===== config.mk =====
export PLATFORM = sky130hd
export DESIGN_NAME = subpixel_row_shear_core
export DESIGN_NICKNAME = d
export VERILOG_FILES = /design/src/hw/rtl/srs_pkg.sv /design/src/hw/rtl/subpixel_row_shear_core.sv
export SDC_FILE = /design/constraint.sdc
export NUM_CORES = 2
export LEC_CHECK = 0
export BUFFER_PORTS_ARGS = -buffer_cell sky130_fd_sc_hd__buf_2
export CAP_MARGIN = 10
export CORE_MARGIN = 1.5
export CORE_UTILIZATION = 39
export CTS_CLUSTER_SIZE = 8
export DETAILED_ROUTE_END_ITERATION = 8
export SLEW_MARGIN = 20
export SYNTH_ARGS = -nofsm -noshare
export SYNTH_HDL_FRONTEND = slang
export SYNTH_SLANG_ARGS = --single-unit

===== constraint.sdc =====
create_clock -name clk_i -period 9.6 [get_ports clk_i]
set_clock_uncertainty 0.1 [all_clocks]
set_input_delay 1.92 -clock clk_i [delete_from_list [all_inputs] [get_ports clk_i]]
set_output_delay 1.92 -clock clk_i [all_outputs]
set_load 0.02 [all_outputs]

===== src/hw/rtl/srs_pkg.sv =====
package srs_pkg;

  // Field widths of the ports
  localparam int unsigned ShearW   = 18;
  localparam int unsigned StartW   = 28;
  localparam int unsigned ImgWW    = 13;
  localparam int unsigned CfgDataW = 28;
  localparam int unsigned CfgIdxW  = 2;
  localparam int unsigned PixW     = 32;
  localparam int unsigned ColW     = 14;
  localparam int unsigned RowW     = 12;
  localparam int unsigned IntW     = 12;  // integer bits of the row offset

  // Register indexes on the configuration port
  localparam logic [CfgIdxW-1:0] CfgShearPerRow = 2'd0;
  localparam logic [CfgIdxW-1:0] CfgStartOffset = 2'd1;
  localparam logic [CfgIdxW-1:0] CfgImageWidth  = 2'd2;

endpackage


===== src/hw/rtl/subpixel_row_shear_core.sv =====
// Channel   | valid       | stall       | payload
// ----------+-------------+-------------+-----------------------------------------------
// source    | in_valid_i  | in_stall_o  | pixel_in_i, image_start_i
// result    | out_valid_o | out_stall_i | pixel_out_o, dest_column_o, dest_row_o, row_end_o
// config    | cfg_we_i    | -           | cfg_idx_i, cfg_wdata_i
//
// One pixel per cycle while in_stall_o is low. Row state and weight are
// resolved into the stage 1 register, the lane blends into the stage 2
// register that drives the outputs. The last pixel of a row yields two
// transactions, so the source is held at each row end while the trailing one goes out.
// Reset clears valids, row state and config (image_width resets to 1).
// A stall on the result side backs up through both stages; stage 1 takes
// a pixel only while it is empty when a finished result waits in stage 2.
module subpixel_row_shear_core #(
  parameter int unsigned MAX_WIDTH  = 4096,
  parameter int unsigned MAX_HEIGHT = 4096,
  parameter int unsigned FRAC_BITS  = 16
) (
  input  logic                           clk_i,
  input  logic                           rst_ni,
  // configuration
  input  logic                           cfg_we_i,
  input  logic [srs_pkg::CfgIdxW-1:0]    cfg_idx_i,
  input  logic [srs_pkg::CfgDataW-1:0]   cfg_wdata_i,
  // source pixels
  input  logic                           in_valid_i,
  output logic                           in_stall_o,
  input  logic [srs_pkg::PixW-1:0]       pixel_in_i,
  input  logic                           image_start_i,
  // results
  output logic                           out_valid_o,
  input  logic                           out_stall_i,
  output logic [srs_pkg::PixW-1:0]       pixel_out_o,
  output logic [srs_pkg::ColW-1:0]       dest_column_o,
  output logic [srs_pkg::RowW-1:0]       dest_row_o,
  output logic                           row_end_o
);
  import srs_pkg::*;

  localparam int unsigned OffW  = IntW + FRAC_BITS;       // row offset width
  localparam int unsigned SumW  = OffW + 2;               // signed offset update
  localparam int unsigned WW    = FRAC_BITS + 1;          // snapped weight, 0..ONE
  localparam int unsigned CW    = $clog2(MAX_WIDTH + 1);  // column counter
  localparam int unsigned RW    = $clog2(MAX_HEIGHT);     // row counter
  localparam int unsigned AccW  = FRAC_BITS + 10;         // lane accumulator
  localparam logic [WW-1:0] One    = WW'(1) << FRAC_BITS;
  localparam logic [WW-1:0] SnapLo = WW'((64'd1 << FRAC_BITS) / 1000);
  localparam logic [WW-1:0] SnapHi = One - SnapLo;
  localparam logic [AccW-1:0] Half = AccW'(1) << (FRAC_BITS - 1);
  localparam logic [32:0] OffMax   = (33'd1 << OffW) - 33'd1;

  // ---------------------------------------------------------------------------
  // Configuration registers
  // ---------------------------------------------------------------------------
  logic [ShearW-1:0] shear_q;
  logic [StartW-1:0] start_q;
  logic [ImgWW-1:0]  img_w_q;

  always_ff @(posedge clk_i or negedge rst_ni) begin
    if (!rst_ni) begin
      shear_q <= '0;
      start_q <= '0;
      img_w_q <= ImgWW'(1);
    end else if (cfg_we_i) begin
      case (cfg_idx_i)
        CfgShearPerRow: shear_q <= cfg_wdata_i[ShearW-1:0];
        CfgStartOffset: start_q <= cfg_wdata_i[StartW-1:0];
        CfgImageWidth:  img_w_q <= cfg_wdata_i[ImgWW-1:0];
        default: ;
      endcase
    end
  end

  // Effective width: 0 acts as 1, capped at MAX_WIDTH
  logic [CW-1:0] eff_w;
  always_comb begin
    if (img_w_q == '0) begin
      eff_w = CW'(1);
    end else if (32'(img_w_q) > MAX_WIDTH) begin
      eff_w = CW'(MAX_WIDTH);
    end else begin
      eff_w = CW'(img_w_q);
    end
  end

  // ---------------------------------------------------------------------------
  // Handshake
  // ---------------------------------------------------------------------------
  logic s1_vld_q, s2_vld_q, s2_phase_q, s2_last_q;
  logic out_acc, s2_done, s2_free, s1_move, s1_free, in_acc;

  assign out_valid_o = s2_vld_q;
  assign out_acc     = s2_vld_q & ~out_stall_i;
  // a row-end entry leaves only after its trailing transaction
  assign s2_done     = out_acc & (~s2_last_q | s2_phase_q);
  assign s2_free     = ~s2_vld_q | s2_done;
  assign s1_move     = s1_vld_q & s2_free;
  assign s1_free     = ~s1_vld_q | s1_move;
  assign in_stall_o  = ~s1_free;
  assign in_acc      = in_valid_i & s1_free;

  // ---------------------------------------------------------------------------
  // Row state, resolved on acceptance
  // ---------------------------------------------------------------------------
  logic [OffW-1:0]   row_off_q;
  logic [WW-1:0]     row_w_q;
  logic [CW-1:0]     col_cnt_q;
  logic [RW-1:0]     row_cnt_q;
  logic [PixW-1:0]   prev_q;

  logic [32:0]       start_ext;
  logic [OffW-1:0]   off_c;
  logic [CW-1:0]     col_c, col_n;
  logic [RW-1:0]     row_c;
  logic [RW:0]       row_inc;
  logic [WW-1:0]     frac_w, w_c;
  logic [PixW-1:0]   prev_c;
  logic [IntW-1:0]   base;
  logic [31:0]       col_main, col_trail, row_ext;
  logic              last_c;
  logic signed [SumW-1:0] off_sum;
  logic [OffW-1:0]   off_next;

  always_comb begin
    start_ext = 33'(start_q);
    if (image_start_i) begin
      off_c = (start_ext > OffMax) ? '1 : start_ext[OffW-1:0];
      col_c = '0;
      row_c = '0;
    end else begin
      off_c = row_off_q;
      col_c = col_cnt_q;
      row_c = row_cnt_q;
    end

    // weight snapping near 0 and near 1
    frac_w = WW'(off_c[FRAC_BITS-1:0]);
    if (col_c == '0) begin
      if (frac_w <= SnapLo) begin
        w_c = '0;
      end else if (frac_w >= SnapHi) begin
        w_c = One;
      end else begin
        w_c = frac_w;
      end
      prev_c = '0;
    end else begin
      w_c    = row_w_q;
      prev_c = prev_q;
    end

    base      = off_c[OffW-1:FRAC_BITS];
    col_n     = col_c + CW'(1);
    col_main  = 32'(base) + 32'(col_c);
    col_trail = 32'(base) + 32'(col_n);
    row_ext   = 32'(row_c);
    last_c    = col_n >= eff_w;

    // saturating offset step for the next row
    off_sum = $signed(SumW'(off_c)) + SumW'($signed(shear_q));
    if (off_sum[SumW-1]) begin
      off_next = '0;
    end else if (|off_sum[SumW-2:OffW]) begin
      off_next = '1;
    end else begin
      off_next = off_sum[OffW-1:0];
    end

    row_inc = (RW+1)'(row_c) + (RW+1)'(1);
  end

  always_ff @(posedge clk_i or negedge rst_ni) begin
    if (!rst_ni) begin
      row_off_q <= '0;
      row_w_q   <= '0;
      col_cnt_q <= '0;
      row_cnt_q <= '0;
      prev_q    <= '0;
    end else if (in_acc) begin
      row_w_q <= w_c;
      prev_q  <= pixel_in_i;
      if (last_c) begin
        row_off_q <= off_next;
        col_cnt_q <= '0;
        row_cnt_q <= (32'(row_inc) >= MAX_HEIGHT) ? '0 : row_inc[RW-1:0];
      end else begin
        row_off_q <= off_c;
        col_cnt_q <= col_n;
        row_cnt_q <= row_c;
      end
    end
  end

  // ---------------------------------------------------------------------------
  // Stage 1 register
  // ---------------------------------------------------------------------------
  logic [PixW-1:0] s1_cur_q, s1_prev_q;
  logic [WW-1:0]   s1_w_q;
  logic [ColW-1:0] s1_col_q, s1_col_t_q;
  logic [RowW-1:0] s1_row_q;
  logic            s1_last_q;

  always_ff @(posedge clk_i or negedge rst_ni) begin
    if (!rst_ni) begin
      s1_vld_q <= 1'b0;
    end else if (s1_free) begin
      s1_vld_q <= in_acc;
    end
  end

  always_ff @(posedge clk_i) begin
    if (in_acc) begin
      s1_cur_q   <= pixel_in_i;
      s1_prev_q  <= prev_c;
      s1_w_q     <= w_c;
      s1_col_q   <= col_main[ColW-1:0];
      s1_col_t_q <= col_trail[ColW-1:0];
      s1_row_q   <= row_ext[RowW-1:0];
      s1_last_q  <= last_c;
    end
  end

  // ---------------------------------------------------------------------------
  // Lane blends: main pixel and the trailing pixel of the row
  // ---------------------------------------------------------------------------
  logic [WW-1:0]   w_inv;
  logic [AccW-1:0] acc_m [4];
  logic [AccW-1:0] acc_t [4];
  logic [PixW-1:0] pix_m, pix_t;

  always_comb begin
    w_inv = One - s1_w_q;
    for (int l = 0; l < 4; l++) begin
      acc_m[l] = AccW'(s1_w_q) * AccW'(s1_prev_q[8*l +: 8])
               + AccW'(w_inv)  * AccW'(s1_cur_q[8*l +: 8]) + Half;
      acc_t[l] = AccW'(s1_w_q) * AccW'(s1_cur_q[8*l +: 8]) + Half;
      pix_m[8*l +: 8] = (|acc_m[l][AccW-1:FRAC_BITS+8]) ? 8'hFF
                                                      : acc_m[l][FRAC_BITS +: 8];
      pix_t[8*l +: 8] = (|acc_t[l][AccW-1:FRAC_BITS+8]) ? 8'hFF
                                                      : acc_t[l][FRAC_BITS +: 8];
    end
  end

  // ---------------------------------------------------------------------------
  // Stage 2 / result register
  // ---------------------------------------------------------------------------
  logic [PixW-1:0] s2_pix_m_q, s2_pix_t_q;
  logic [ColW-1:0] s2_col_q, s2_col_t_q;
  logic [RowW-1:0] s2_row_q;

  always_ff @(posedge clk_i or negedge rst_ni) begin
    if (!rst_ni) begin
      s2_vld_q   <= 1'b0;
      s2_phase_q <= 1'b0;
      s2_last_q  <= 1'b0;
    end else if (s2_free) begin
      s2_vld_q   <= s1_move;
      s2_phase_q <= 1'b0;
      if (s1_move) begin
        s2_last_q <= s1_last_q;
      end
    end else if (out_acc) begin
      // main transaction of a row end taken, trailing one next
      s2_phase_q <= 1'b1;
    end
  end

  always_ff @(posedge clk_i) begin
    if (s1_move) begin
      s2_pix_m_q <= pix_m;
      s2_pix_t_q <= pix_t;
      s2_col_q   <= s1_col_q;
      s2_col_t_q <= s1_col_t_q;
      s2_row_q   <= s1_row_q;
    end
  end

  assign pixel_out_o   = s2_phase_q ? s2_pix_t_q : s2_pix_m_q;
  assign dest_column_o = s2_phase_q ? s2_col_t_q : s2_col_q;
  assign dest_row_o    = s2_row_q;
  assign row_end_o     = s2_phase_q;

endmodule

; ---- Word-level counts from Yosys, hierarchy flattened
; Cells that the tools add are included.
[classes]
mul = 12
n_eq_ne = 2
magnitude_cmp = 5
muxes = 18
n_bitwise = 12
n_addsub = 18
reduce_logical = 16
[ops]
columns = cell, count
row1 = 17-bit by 8-bit multiplier with 25-bit output, 12
row2 = 28-bit two-way mux, 4
row3 = "25-bit by 16-bit adder with 26-bit output, second input constant", 4
row4 = 25-bit by 25-bit adder with 26-bit output, 4
row5 = "26-bit by 16-bit adder with 26-bit output, second input constant", 4
row6 = 13-bit two-way mux, 4
row7 = 17-bit two-way mux, 3
row8 = 12-bit two-way mux, 3
row9 = 32-bit two-way mux, 1
row10 = 29-bit by 18-bit adder with 30-bit output, 1
row11 = 12-bit by 13-bit adder with 14-bit output, 2
row12 = 13-bit logical NOT, 2
row13 = "17-bit subtractor, first input constant", 1
row14 = "16-bit >= comparator, second input constant", 1
row15 = "16-bit by 7-bit less-or-equal comparator with 1-bit output, second input constant", 1
row16 = 2-bit OR reduction, 8
row17 = 14-bit two-way mux, 1
row18 = "12-bit by 1-bit adder with 13-bit output, second input constant", 1
row19 = "13-bit by 1-bit adder with 13-bit output, second input constant", 1
row20 = 13-bit >= comparator, 1
row21 = "13-bit >= comparator, second input constant", 1
row22 = "13-bit greater-than comparator, second input constant", 1
row23 = 2-bit AND reduction, 4
row24 = 1-bit NOT, 5
row25 = 7 further kinds, 13
[word_totals]
wordCells = 113
input_bits = 68
reg_bits = 391

; ---- Depth between registers and ports, before layout
[depth]
word_depth = 7
mapped_depth = 31
ltp_nobuf = 29

; ---- Least setup slack after synthesis
; Ideal clock, no wire load.
[synth_path]
path_kind = reg-to-reg
from = register s1_w_q[1]
to = register s2_pix_m_q[4] (data pin)
t_required_ns = 9.219
setup_slack_ns = 2.010
stages_incl_launch_ff = 28
arrival_time_ns = 7.209
path_cell_list = edfxtp_1 -> clkbuf_1 -> inv_1 -> nand3_1 -> or3_1 -> clkbuf_1 -> nor3_1 -> nand2_1 -> xor2_1 -> clkbuf_1 -> nand2_1 -> fa_1 -> inv_1 -> fa_1 -> fa_1 -> fa_1 -> fa_1 -> inv_1 -> fa_1 -> inv_1 -> ha_1 -> a2111oi_0 -> o21ai_0 -> o21a_1 -> o31a_1 -> a41oi_1 -> mux2i_1 -> o21ai_0
[synth_between]
elab_chain_cells = 5
word_cells_on_any_way = 6
[synth_rtl]
columns = element, line_no
row1 = start: declaration, subpixel_row_shear_core.sv:198  ; logic [WW-1:0] s1_w_q;
row2 = start signal: assignment, subpixel_row_shear_core.sv:215  ; s1_w_q <= w_c;
row3 = 17-bit subtractor, subpixel_row_shear_core.sv:232  ; w_inv = One - s1_w_q;
row4 = 17-bit by 8-bit multiplier with 25-bit output, subpixel_row_shear_core.sv:235  ; + AccW'(w_inv) * AccW'(s1_cur_q[8*l +: 8]) + Half;
row5 = 25-bit by 25-bit adder with 26-bit output (*), subpixel_row_shear_core.sv:235
row6 = 26-bit by 16-bit adder with 26-bit output (*), subpixel_row_shear_core.sv:235
row7 = 2-bit OR reduction, subpixel_row_shear_core.sv:237  ; pix_m[8*l +: 8] = (|acc_m[l][AccW-1:FRAC_BITS+8]) ? 8'hFF
row8 = end signal: assignment, subpixel_row_shear_core.sv:270  ; s2_pix_m_q <= pix_m;
row9 = end: declaration, subpixel_row_shear_core.sv:247  ; logic [PixW-1:0] s2_pix_m_q, s2_pix_t_q;
; Mark *: on every way between the ends. The rest lies on a longest branch, timed or not.
; A chain may end at the register's enable or synchronous reset.

; ---- Worst setup path after layout
[layout_path]
from = register s1_w_q[3]
to = register s2_pix_m_q[14] (data pin)
; Same word-level chain as after synthesis.

==> metrics.cfg <==
[status]
status = complete, no violations

[timing]
setup_viol = 0
finalHoldViolations = 0
drv_slew = 0
fin_crit_ns = 8.94
worst_pin_slew_ns = 1.10
fmax_mhz = 112
rsz0062_at_grt = no
slew_headroom_pct = 26.2
setup_tns_ns = 0
finalCritPeriodShare_pct = 93.1
fin_ws_ns = 0.663

[critical_path]
worstPathRequired_ns = 10.04
reg2reg_from = s1_w_q[3]
path_max_fanout = 13
crit_arrival_ns = 9.38
startpoint_type = register
end_kind = register
path_class = register to register
startpoint = s1_w_q[3]

[final_layout]
stdcell_area_sq_um = 73700
nets = 9284
finish.utilization_pct = 42.2
layout_common_cells = 1693 x inv_1, 1247 x fa_1, 1112 x nand2_1, 748 x and2_1, 642 x ha_1
final_common_cell = inv_1
syn_to_final_growth_pct = 7.18
fillers = 17200
drive_above_1_share_pct = 6.45

[synth]
synthArstFlopShare_pct = 42.2
synth_area_leaders = fa_1 36%, ha_1 12%, edfxtp_1 9.9%
ys_seq_elements = 391
yosysSeqAreaShare_pct = 15.9
synth_top_cell_by_area = fa_1
synth_edf_count = 226
syn_inst = 7393
yosys.area.top_type_share_pct = 36.3
syn_area_sq_um = 68800
avgSynthCellArea_sq_um = 9.30
syn_nets = 9350
yosys.cell_types.count = 82
yosys_warnings = 0
synth_ff_type = edfxtp_1

[clocking]
clock_latency_ns = 0.69
cts_sinks = 391
ctsHoldBuffers = 0
cts_root_buffer = clkbuf_16
cts_htree_levels = 2
clkTransAtPathRegs_ns = 0.06
cts-buffers-inserted = 57
cts_tree = yes
ctsResizeCount = 0
clockBufferDepth = 3
cts_setup_buffers = 0

[drt]
routed_wl_mm = 182
drt-vias-per-instance = 5.06
dr_total_vias = 49100
firstDrtPassIters = 5
drt-initial-drc-count = 2739
detail-route-antenna-nets = 0
drc = 0
wire_per_inst_um = 18.7

[grt]
grt_overflow_total = 0
antenna_found_initial = 13
grt_max_degree = 100
track_usage_pct = 21.0
grt_pass1_vias = 53600
grt_pass1_wl_mm = 297

[placed_design]
pre_cts_slack_ns = 0.726
io_buffers = 128
place_area_sq_um = 71900
dp_hpwl_mm = 136
gp_congestion = 0.896

[die]
core_area_sq_um = 175000
start_util_pct = 39.4
die_area_sq_um = 179000
row_count = 153
dieHeight_um = 423
ios = 129
fp.dieW_um = 423

[hold_path]
hp-class = register to register
hold_start = s1_col_t_q[12]

[flow_run]
maxCapViolCount = 0

logic make-up after synthesis:
logic type | after synthesis | share of synthesized area [%]
AOI/OAI and AO/OA | 520 | 4.93
xor gates and xnor gates | 128 | 1.63
adders and majority gates | 1889 | 48.0
buffers and inverters | 2059 | 11.3
DFF | 391 | 15.9
muxes | 141 | 2.28
and+or+nand+nor | 2265 | 16.0
synth_stat cells (6+ instances only):
master	number
edfxtp_1	226
a41oi_1	8
nor3_1	40
nand2_1	1113
buf_1	7
o21a_1	31
xor2_1	44
nor2b_1	38
a211oi_1	13
a31oi_1	12
and2_1	749
a21o_1	50
nand4_1	21
and3_1	48
a22o_1	12
a31o_2	6
buf_2	6
xnor2_1	84
mux2i_1	21
o21bai_1	22
o31ai_1	7
o21ai_0	142
o211ai_1	9
nor2_1	114
fa_1	1247
o221ai_1	7
mux2_2	119
a21oi_1	128
dfrtp_1	164
nor4_1	16
nand2b_1	58
inv_1	1694
nand3_1	37
clkbuf_1	350
or3_1	9
ha_1	642
critical path: stages (launching register included):
cell and delay (ns):
edfxtp_1 0.36, buf_4 0.18, nor2_1 0.13, nand3_1 0.16
or3_1 0.56, nor3_1 0.43, nand2_1 0.18, xor2_2 0.59
buf_4 0.35, nand2_1 0.11, fa_1 0.55, inv_1 0.06
fa_1 0.55, fa_1 0.43, fa_1 0.46, fa_1 0.51
fa_1 0.43, ha_1 0.33, nand2_1 0.07, nor2_1 0.06
a41oi_1 0.22, o211ai_1 0.29, o311ai_1 0.56, o22ai_1 0.25
o41ai_2 0.27, mux2i_1 0.46, o21bai_1 0.17
state kept, by name, summed over array words and instances, names as in the netlist, 13 cells and up:
register	cells
shear_q	18
row_w_q	17
s2_pix_m_q	32
s1_col_q	14
row_off_q	28
s1_prev_q	32
s1_w_q	17
prev_q	32
s1_cur_q	32
start_q	28
s1_col_t_q	14
col_cnt_q	13
s2_col_t_q	14
s2_col_q	14
img_w_q	13
s2_pix_t_q	32
per-stage QoR:
step                hold slack [ns]  cells
floorplan                     0.300   7393
global placement              0.302   9592
detailed placement            0.305   9592
CTS                           0.317   9693
global route                  0.323   9694
finish                        0.316   9698
cell type report:
class,instances,area [sq um],share of cell area (%)
repair buffers,240,1510,2.05
multi-input cells,4943,50300,68.2
inverters,1694,6370,8.64
well taps,2325,2910,3.95
clock buffers,95,1620,2.20
flip-flops and latches,391,10900,14.8
diodes,4,10.0,0.0136
clock inverters,6,116,0.158
worst paths after layout:
check,endpoint,slack [ns],depth (start not counted)
worst max register to register,s2_pix_m_q[14],0.66,26
max in group asynchronous,prev_q[31],6.77,2
worst min register to register,s2_col_t_q[12],0.32,0
worst max-delay path,s2_pix_m_q[14],0.66,26
min in group asynchronous,col_cnt_q[0],1.22,1
worst min-delay path,s2_col_t_q[12],0.32,0
routing by layer:
layer,share of wire (%),vias to the layer above,track usage [%]
met5,0.029,-,0
li1,-,22100,-
met1,43,25300,28.0
met3,6.2,274,2.98
met2,48,1419,35.6
met4,2.9,8,5.85
Power is left out: the tool's default activity adds up to more than one toggle a clock period on the data nets, which glitch-free logic cannot reach.
